### src/hdl/kmst_pkg.sv
// kmst_pkg: shared constants, types and helpers for the keyed message stats table
// used by the channel interfaces and the top level
// no dependencies
`default_nettype none

package kmst_pkg;

    // table geometry
    localparam int TABLE_ENTRIES = 16;
    localparam int COUNT_BITS    = 32;

    // field widths of the channels
    localparam int MSG_TYPE_W  = 12;
    localparam int STATION_W   = 12;
    localparam int KEY_W       = MSG_TYPE_W + STATION_W;
    localparam int INDEX_OUT_W = 4;
    localparam int COUNT_OUT_W = 32;

    // derived widths
    localparam int IDX_W  = (TABLE_ENTRIES > 1) ? $clog2(TABLE_ENTRIES) : 1;
    localparam int FILL_W = $clog2(TABLE_ENTRIES + 1);
    localparam int CNT_RAM_W = 3 * COUNT_BITS;

    typedef logic [KEY_W-1:0]      key_t;
    typedef logic [COUNT_BITS-1:0] count_t;

    // sequencer states
    typedef enum logic [2:0] {
        ST_IDLE,
        ST_SEARCH,
        ST_MISS,
        ST_UPDATE,
        ST_RESULT
    } state_t;

    // one result transaction
    typedef struct packed {
        logic [INDEX_OUT_W-1:0] entry_index;
        logic                   new_entry;
        logic                   table_full;
        logic [COUNT_OUT_W-1:0] received_count;
        logic [COUNT_OUT_W-1:0] used_count;
        logic [COUNT_OUT_W-1:0] rejected_count;
    } result_t;

    // saturating increment
    function automatic count_t sat_inc(input count_t v);
        count_t r;
        r = (v == '1) ? v : v + count_t'(1);
        return r;
    endfunction

endpackage

`default_nettype wire

### src/hdl/kmst_in_if.sv
// kmst_in_if: valid/ready channel carrying one message report
// depends on kmst_pkg for field widths
`default_nettype none

interface kmst_in_if;
    logic                          valid;
    logic                          ready;
    logic [kmst_pkg::MSG_TYPE_W-1:0] msg_type;
    logic [kmst_pkg::STATION_W-1:0]  station_id;
    logic                          used_flag;
    logic                          crc_failed_flag;

    modport source (
        output valid, msg_type, station_id, used_flag, crc_failed_flag,
        input  ready
    );

    modport sink (
        input  valid, msg_type, station_id, used_flag, crc_failed_flag,
        output ready
    );
endinterface

`default_nettype wire

### src/hdl/kmst_out_if.sv
// kmst_out_if: valid/ready channel carrying one table result
// depends on kmst_pkg for field widths
`default_nettype none

interface kmst_out_if;
    logic                             valid;
    logic                             ready;
    logic [kmst_pkg::INDEX_OUT_W-1:0] entry_index;
    logic                             new_entry;
    logic                             table_full;
    logic [kmst_pkg::COUNT_OUT_W-1:0] received_count;
    logic [kmst_pkg::COUNT_OUT_W-1:0] used_count;
    logic [kmst_pkg::COUNT_OUT_W-1:0] rejected_count;

    modport source (
        output valid, entry_index, new_entry, table_full,
               received_count, used_count, rejected_count,
        input  ready
    );

    modport sink (
        input  valid, entry_index, new_entry, table_full,
               received_count, used_count, rejected_count,
        output ready
    );
endinterface

`default_nettype wire

### src/hdl/keyed_message_stats_table_top.sv
// keyed_message_stats_table_top: per-key statistics table for correction messages
// depends on kmst_pkg, kmst_in_if, kmst_out_if and kmst_ram
//
// usage
//   report: one transaction per received message (type, station id, used flag,
//   checksum-failed flag). result: exactly one transaction per report with the
//   slot of the key, whether it was created, a table-full flag and the three
//   updated saturating counts of the entry; a full-table result has all else zero.
//   keys live in a key ram and the counts in a count ram, both with a registered
//   read. the search walks the key ram one slot per cycle from slot 0 up to the
//   fill count, so the search loop sets the latency. a hit goes through search,
//   update and result; a new key through search (skipped on an empty table),
//   miss, update and result; a full table through search, miss and result.
//   one report is worked at a time; report.ready is high only while the
//   sequencer is idle, again after the result is handed over, and the next
//   report can be taken while an earlier result still waits in the output register.
//   a stalled result holds in the output register; a second finished result
//   waits in the sequencer until the output register frees up.
//   reset clears the fill count, the sequencer and the output valid; the rams
//   are not cleared, since only slots below the fill count are ever used.
`default_nettype none

module keyed_message_stats_table_top (
    input  wire logic  clk,
    input  wire logic  rst_n,
    kmst_in_if.sink    report,
    kmst_out_if.source result
);

    import kmst_pkg::*;

    state_t             state_reg, state_next;
    logic [IDX_W-1:0]   idx_reg, idx_next;
    logic [FILL_W-1:0]  fill_reg, fill_next;
    key_t               key_reg, key_next;
    logic               used_reg, used_next;
    logic               bad_reg, bad_next;
    logic               new_reg, new_next;
    result_t            res_reg, res_next;
    logic               out_valid_reg, out_valid_next;
    result_t            out_data_reg, out_data_next;

    // ram ports
    logic                 key_we;
    logic [IDX_W-1:0]     key_waddr;
    logic [IDX_W-1:0]     key_raddr;
    key_t                 key_rdata;
    logic                 cnt_we;
    logic [IDX_W-1:0]     cnt_raddr;
    logic [CNT_RAM_W-1:0] cnt_wdata;
    logic [CNT_RAM_W-1:0] cnt_rdata;

    // count update
    count_t rcv_base, used_base, rej_base;
    count_t rcv_new, used_new, rej_new;
    logic   accept;
    logic   key_hit;
    logic   last_slot;

    kmst_ram #(
        .WIDTH (KEY_W),
        .DEPTH (TABLE_ENTRIES)
    ) u_key_ram (
        .clk   (clk),
        .we    (key_we),
        .waddr (key_waddr),
        .wdata (key_reg),
        .raddr (key_raddr),
        .rdata (key_rdata)
    );

    kmst_ram #(
        .WIDTH (CNT_RAM_W),
        .DEPTH (TABLE_ENTRIES)
    ) u_cnt_ram (
        .clk   (clk),
        .we    (cnt_we),
        .waddr (idx_reg),
        .wdata (cnt_wdata),
        .raddr (cnt_raddr),
        .rdata (cnt_rdata)
    );

    assign accept    = report.valid && report.ready;
    assign key_hit   = (key_rdata == key_reg);
    assign last_slot = (({1'b0, idx_reg} + (IDX_W + 1)'(1)) == (IDX_W + 1)'(fill_reg));

    // counts start at zero for a freshly allocated slot
    always_comb
    begin
        if (new_reg)
        begin
            rcv_base  = '0;
            used_base = '0;
            rej_base  = '0;
        end
        else
        begin
            rcv_base  = cnt_rdata[COUNT_BITS-1:0];
            used_base = cnt_rdata[2*COUNT_BITS-1:COUNT_BITS];
            rej_base  = cnt_rdata[3*COUNT_BITS-1:2*COUNT_BITS];
        end
        rcv_new  = sat_inc(rcv_base);
        used_new = used_reg ? sat_inc(used_base) : used_base;
        rej_new  = bad_reg ? sat_inc(rej_base) : rej_base;
        cnt_wdata = {rej_new, used_new, rcv_new};
    end

    // sequencer next state and outputs
    always_comb
    begin
        state_next     = state_reg;
        idx_next       = idx_reg;
        fill_next      = fill_reg;
        key_next       = key_reg;
        used_next      = used_reg;
        bad_next       = bad_reg;
        new_next       = new_reg;
        res_next       = res_reg;
        out_valid_next = out_valid_reg;
        out_data_next  = out_data_reg;
        key_we         = 1'b0;
        key_waddr      = fill_reg[IDX_W-1:0];
        key_raddr      = '0;
        cnt_we         = 1'b0;
        cnt_raddr      = idx_reg;
        report.ready   = (state_reg == ST_IDLE);

        // output register drains
        if (out_valid_reg && result.ready)
        begin
            out_valid_next = 1'b0;
        end

        case (state_reg)
            ST_IDLE:
            begin
                key_raddr = '0;
                if (accept)
                begin
                    key_next   = {report.msg_type, report.station_id};
                    used_next  = report.used_flag;
                    bad_next   = report.crc_failed_flag;
                    idx_next   = '0;
                    state_next = (fill_reg == '0) ? ST_MISS : ST_SEARCH;
                end
            end

            // key of slot idx_reg is on the ram output
            ST_SEARCH:
            begin
                if (key_hit)
                begin
                    cnt_raddr  = idx_reg;
                    new_next   = 1'b0;
                    state_next = ST_UPDATE;
                end
                else if (last_slot)
                begin
                    state_next = ST_MISS;
                end
                else
                begin
                    idx_next   = idx_reg + IDX_W'(1);
                    key_raddr  = idx_reg + IDX_W'(1);
                end
            end

            // allocate the next free slot or report a full table
            ST_MISS:
            begin
                if (fill_reg == FILL_W'(TABLE_ENTRIES))
                begin
                    res_next            = '0;
                    res_next.table_full = 1'b1;
                    state_next          = ST_RESULT;
                end
                else
                begin
                    key_we     = 1'b1;
                    idx_next   = fill_reg[IDX_W-1:0];
                    fill_next  = fill_reg + FILL_W'(1);
                    new_next   = 1'b1;
                    state_next = ST_UPDATE;
                end
            end

            // read-modify-write of the counts
            ST_UPDATE:
            begin
                cnt_we                  = 1'b1;
                res_next.entry_index    = INDEX_OUT_W'(idx_reg);
                res_next.new_entry      = new_reg;
                res_next.table_full     = 1'b0;
                res_next.received_count = COUNT_OUT_W'(rcv_new);
                res_next.used_count     = COUNT_OUT_W'(used_new);
                res_next.rejected_count = COUNT_OUT_W'(rej_new);
                state_next              = ST_RESULT;
            end

            // hand the result to the output register when it is free
            ST_RESULT:
            begin
                if (!out_valid_reg || result.ready)
                begin
                    out_valid_next = 1'b1;
                    out_data_next  = res_reg;
                    state_next     = ST_IDLE;
                end
            end

            default:
            begin
                state_next = ST_IDLE;
            end
        endcase
    end

    // control registers
    always_ff @(posedge clk or negedge rst_n)
    begin
        if (!rst_n)
        begin
            state_reg     <= ST_IDLE;
            fill_reg      <= '0;
            out_valid_reg <= 1'b0;
        end
        else
        begin
            state_reg     <= state_next;
            fill_reg      <= fill_next;
            out_valid_reg <= out_valid_next;
        end
    end

    // payload registers
    always_ff @(posedge clk)
    begin
        idx_reg      <= idx_next;
        key_reg      <= key_next;
        used_reg     <= used_next;
        bad_reg      <= bad_next;
        new_reg      <= new_next;
        res_reg      <= res_next;
        out_data_reg <= out_data_next;
    end

    // result channel
    assign result.valid          = out_valid_reg;
    assign result.entry_index    = out_data_reg.entry_index;
    assign result.new_entry      = out_data_reg.new_entry;
    assign result.table_full     = out_data_reg.table_full;
    assign result.received_count = out_data_reg.received_count;
    assign result.used_count     = out_data_reg.used_count;
    assign result.rejected_count = out_data_reg.rejected_count;

endmodule

`default_nettype wire

### src/hdl/kmst_ram.sv
// kmst_ram: generic single write port, single read port ram with registered read
// no dependencies
`default_nettype none

module kmst_ram #(
    parameter int WIDTH = 8,
    parameter int DEPTH = 16
) (
    input  wire logic                                        clk,
    input  wire logic                                        we,
    input  wire logic [((DEPTH > 1) ? $clog2(DEPTH) : 1)-1:0] waddr,
    input  wire logic [WIDTH-1:0]                            wdata,
    input  wire logic [((DEPTH > 1) ? $clog2(DEPTH) : 1)-1:0] raddr,
    output logic      [WIDTH-1:0]                            rdata
);

    logic [WIDTH-1:0] mem [DEPTH];

    // write port
    always_ff @(posedge clk)
    begin
        if (we)
        begin
            mem[waddr] <= wdata;
        end
    end

    // registered read port
    always_ff @(posedge clk)
    begin
        rdata <= mem[raddr];
    end

endmodule

`default_nettype wire
### src/flat_wrapper.sv
// flat-port wrapper written by rule: the top's interface ports become plain ports
module keyed_message_stats_table_top_flat import kmst_pkg::*;
  (clk, rst_n, report_valid, report_msg_type, report_station_id, report_used_flag, report_crc_failed_flag, report_ready, result_valid, result_entry_index, result_new_entry, result_table_full, result_received_count, result_used_count, result_rejected_count, result_ready);
  kmst_in_if report_i ();
  kmst_out_if result_i ();
  input  wire logic clk;
  input  wire logic rst_n;
  input wire logic [$bits(report_i.valid)-1:0] report_valid;
  input wire logic [$bits(report_i.msg_type)-1:0] report_msg_type;
  input wire logic [$bits(report_i.station_id)-1:0] report_station_id;
  input wire logic [$bits(report_i.used_flag)-1:0] report_used_flag;
  input wire logic [$bits(report_i.crc_failed_flag)-1:0] report_crc_failed_flag;
  output wire logic [$bits(report_i.ready)-1:0] report_ready;
  output wire logic [$bits(result_i.valid)-1:0] result_valid;
  output wire logic [$bits(result_i.entry_index)-1:0] result_entry_index;
  output wire logic [$bits(result_i.new_entry)-1:0] result_new_entry;
  output wire logic [$bits(result_i.table_full)-1:0] result_table_full;
  output wire logic [$bits(result_i.received_count)-1:0] result_received_count;
  output wire logic [$bits(result_i.used_count)-1:0] result_used_count;
  output wire logic [$bits(result_i.rejected_count)-1:0] result_rejected_count;
  input wire logic [$bits(result_i.ready)-1:0] result_ready;
  assign report_i.valid = report_valid;
  assign report_i.msg_type = report_msg_type;
  assign report_i.station_id = report_station_id;
  assign report_i.used_flag = report_used_flag;
  assign report_i.crc_failed_flag = report_crc_failed_flag;
  assign report_ready = report_i.ready;
  assign result_valid = result_i.valid;
  assign result_entry_index = result_i.entry_index;
  assign result_new_entry = result_i.new_entry;
  assign result_table_full = result_i.table_full;
  assign result_received_count = result_i.received_count;
  assign result_used_count = result_i.used_count;
  assign result_rejected_count = result_i.rejected_count;
  assign result_i.ready = result_ready;
  keyed_message_stats_table_top u_core (.clk(clk), .rst_n(rst_n), .report(report_i), .result(result_i));
endmodule
### config.mk
export PLATFORM = sky130hd
export DESIGN_NAME = keyed_message_stats_table_top_flat
export DESIGN_NICKNAME = d
export VERILOG_FILES = /design/src/hdl/kmst_pkg.sv /design/src/hdl/kmst_in_if.sv /design/src/hdl/kmst_out_if.sv /design/src/hdl/keyed_message_stats_table_top.sv /design/src/hdl/kmst_ram.sv /design/src/flat_wrapper.sv
export SDC_FILE = /design/constraint.sdc
export NUM_CORES = 2
export LEC_CHECK = 0
export BUFFER_PORTS_ARGS = -buffer_cell sky130_fd_sc_hd__buf_2
export CAP_MARGIN = 0
export CELL_PAD_IN_SITES_DETAIL_PLACEMENT = 0
export CELL_PAD_IN_SITES_GLOBAL_PLACEMENT = 1
export CORE_ASPECT_RATIO = 1.25
export CORE_MARGIN = 2
export CORE_UTILIZATION = 55
export CTS_CLUSTER_SIZE = 14
export DETAILED_ROUTE_END_ITERATION = 8
export PLACE_DENSITY = 0.78
export SLEW_MARGIN = 20
export SYNTH_ARGS = -nofsm -noshare
export SYNTH_HDL_FRONTEND = slang
export SYNTH_HIERARCHICAL = 1
export SYNTH_SLANG_ARGS = --single-unit
### constraint.sdc
create_clock -name clk -period 11.9 [get_ports clk]
set_clock_uncertainty 0.05 [all_clocks]
set_input_delay 1.19 -clock clk [delete_from_list [all_inputs] [get_ports clk]]
set_output_delay 1.19 -clock clk [all_outputs]
set_load 0.02 [all_outputs]
==> metrics.md <==
| Metric | Value |
|---|---|
| Vias in the first global route | `43232` |
| Max reg flops | `1536` |
| PortBufs | `133` |
| Worst-Margin Slew | `1210 ps` |
| Setup bufs post-CTS | `0` |
| Yosys reg bits | `2284` |
| Crit path DAT | `5700 ps` |
| Clock period minus worst slack | `5310 ps` |
| Crit-path leading delay family | `buffers and inverters` |
| Warnings, synthesis | `6` |
| Inserted Clock Buffers | `207` |
| Detail Route Antenna Nets | `0` |
| Num ports | `134` |
| Max Root-Sink Buffers | `3` |
| Via/cell ratio | `6.45` |
| Initial cell density of the core | `0.552` |
| Syn Area/Cell | `20.7 sq um` |
| DR WL/cell | `30.0 um` |
| Synth Cell Area | `0.0868 sq mm` |
| Reg2reg setup slack | `6590 ps` |
| Setup slack after layout | `6590 ps` |
| Post-Place Worst Slack | `6720 ps` |
| Highest net fanout along the worst path | `52` |
| Chip width | `359 um` |
| WP buf/inv | `5` |
| CP Depth | `8` |
| P&R area growth vs syn | `11.9%` |
| Dpl cells | `6269` |
| CTS Hold Bufs | `0` |
| Worst Setup End Kind | `flop` |
| Die area | `0.161 sq mm` |
| Initial drt markers | `5014` |
| Power density cells | `239 mW/mm^2` |
| Reg-to-Reg Start | `u_core/state_reg[2]` |
| Crit-path cells | `nand3b_1 > buf_4 > inv_2 > buf_4 > nand3b_1 > nor2_4 > buf_4 > buf_4` |
| Max-slew headroom | `0.196` |
| Reg clk slew, reported paths | `60 ps` |
| Critical Path Slowest Stage Cell | `nor2_4` |
| Slew Limit Fails | `0` |
| Cells after Synth | `4192` |
| Required time worst endpoint | `12290 ps` |
| Leakage | `30.8 nW` |
| Final period util | `0.446` |
| Syn_nets | `4228` |
| Fin. Hold Viols | `0` |
| Vias | `42959` |
| CP most frequent cell | `buf_4` |
| Asr flop ratio synth | `0.00394` |
| CP max stage delay | `920 ps` |
| Largest net degree at the start of global routing | `135` |
| DRC Markers | `0` |
| Setup crit start kind | `flop` |
| Tightest hold margin | `171 ps` |
| Filler cell count in the final layout | `10668` |
| Antenna violations before repair | `4` |
| Final setup TNS | `0 ps` |
| VDD IR max | `0.278 mV` |
| Cts repair resizes | `0` |
| First-pass GRT wire length | `293000 um` |
| Fin util | `0.618` |
| RSZ-0062 raised after global routing | `false` |
| Distinct cell type count after synthesis | `78` |
| Total setup violations reported at the end of the flow | `0` |
| Finished Layout Cells | `6660` |
| FP Rows | `163` |
| Status | `completed` |
| Reg-to-reg endpoint | `u_core/u_cnt_ram/mem[6][47]` |
| Layout Nets | `4453` |
| Register area share after synthesis | `0.776` |
| Number of synthesized flops with an enable pin | `2155` |
| R2r worst-path depth | `8` |
| GPL Wtd Cong | `0.832` |
| HPWL after DPL | `102000 um` |
| CTS tree | `yes` |
| Global route overflow | `0` |
| Number of max-cap violations | `0` |
| Total Routing Usage GR | `0.251` |
| Critical path class | `flop to flop` |
| # H-tree levels | `4` |
| Layout cells sized above 1 | `0.249` |
| Most common cell after layout, fill and taps aside | `edfxtp_1` |
| Pre-antenna DRT Iters | `5` |
| Root Buffer | `clkbuf_16` |
| Fmax | `188 MHz` |
| Clock sinks | `2284` |
| Most frequent cells in the layout | `2155 x edfxtp_1, 480 x mux4_2, 241 x a22oi_1, 234 x nand2_1, 212 x clkbuf_16` |
| Final WL | `200000 um` |
| Core area | `0.157 sq mm` |
| Worst hold path class | `input pin to asynchronous set/reset pin` |
| Die Ht | `448 um` |
| Primary FF master, synth | `edfxtp_1` |
| Clk_lat worst skew | `840 ps` |
==> final cells by class <==
cell class                 count  area [sq um]  area share
tap                         2062          2580      0.0266
sequential                  2284         67300       0.693
antenna                        1          2.50   0.0000258
clock inverter                91          1030      0.0106
timing repair buffer         220          1390      0.0143
multi-input combinational   1685         18800       0.194
clock buffer                 298          5910      0.0608
inverter                      19          71.3    0.000734
==> worst max-delay path by stage <==
stage	from	endpoint	slack [ps]
after CTS	u_core/state_reg[2]	u_core/u_cnt_ram/mem[6][47]	6680
after global routing	u_core/state_reg[2]	u_core/u_cnt_ram/mem[6][43]	6490
after global placement	u_core/state_reg[2]	u_core/u_cnt_ram/mem[6][40]	6780
after detailed placement	u_core/state_reg[2]	u_core/u_cnt_ram/mem[5][43]	6720
after floorplan	u_core/state_reg[1]	u_core/u_cnt_ram/mem[0][0]	3110
final	u_core/state_reg[2]	u_core/u_cnt_ram/mem[6][47]	6590
==> cell families after synthesis <==
logic type / count (synthesis) / synth area share
buf+inv: 223 / 0.0135
mux: 500 / 0.127
compound gates: 451 / 0.0361
fa+ha+maj: 6 / 0.000865
flops: 2284 / 0.776
simple gates: 668 / 0.0408
xor+xnor: 60 / 0.00623
==> synthesized netlist by cell type (all sizes together) (31+ instances only) <==
cell,number,area (sq um)
nand3,42,210
buf,112,757
a21oi,97,485
dfxtp,120,2400
mux4,480,10800
edfxtp,2155,64700
a22oi,241,1810
o21ai,47,235
nor3,31,165
and2,34,213
xnor2,50,438
nor2,79,299
nand4,40,250
clkbuf,92,345
or3,37,236
nand2,236,886
nor2b,37,231
==> routing by layer <==
metal / GRT usage / wire [um]
met4: 0.0751 / 5110
met5: 0 / 0
met2: 0.415 / 100000
met1: 0.349 / 78700
met3: 0.0413 / 16200
==> power by group <==
part / leakage (nW) / total, mW / internal (mW) / switching [mW]
Sequential: 20.8 / 10.8 / 10.3 / 0.484
Combinational: 6.60 / 5.77 / 2.25 / 3.51
Clock: 3.39 / 6.72 / 3.87 / 2.86
==> stage by stage <==
| stage | instance area (sq um) | power, mW |
|---|---|---|
| 6_report | 97100 | 23.3 |
| 3_5_place_dp | 89900 | 16.7 |
| 5_1_grt | 97100 | 24.2 |
| 3_3_place_gp | 89900 | 16.6 |
| 2_1_floorplan | 86800 | 15.0 |
| 4_1_cts | 96900 | 23.4 |
No activity file was read; power rests on OpenSTA's default activity.
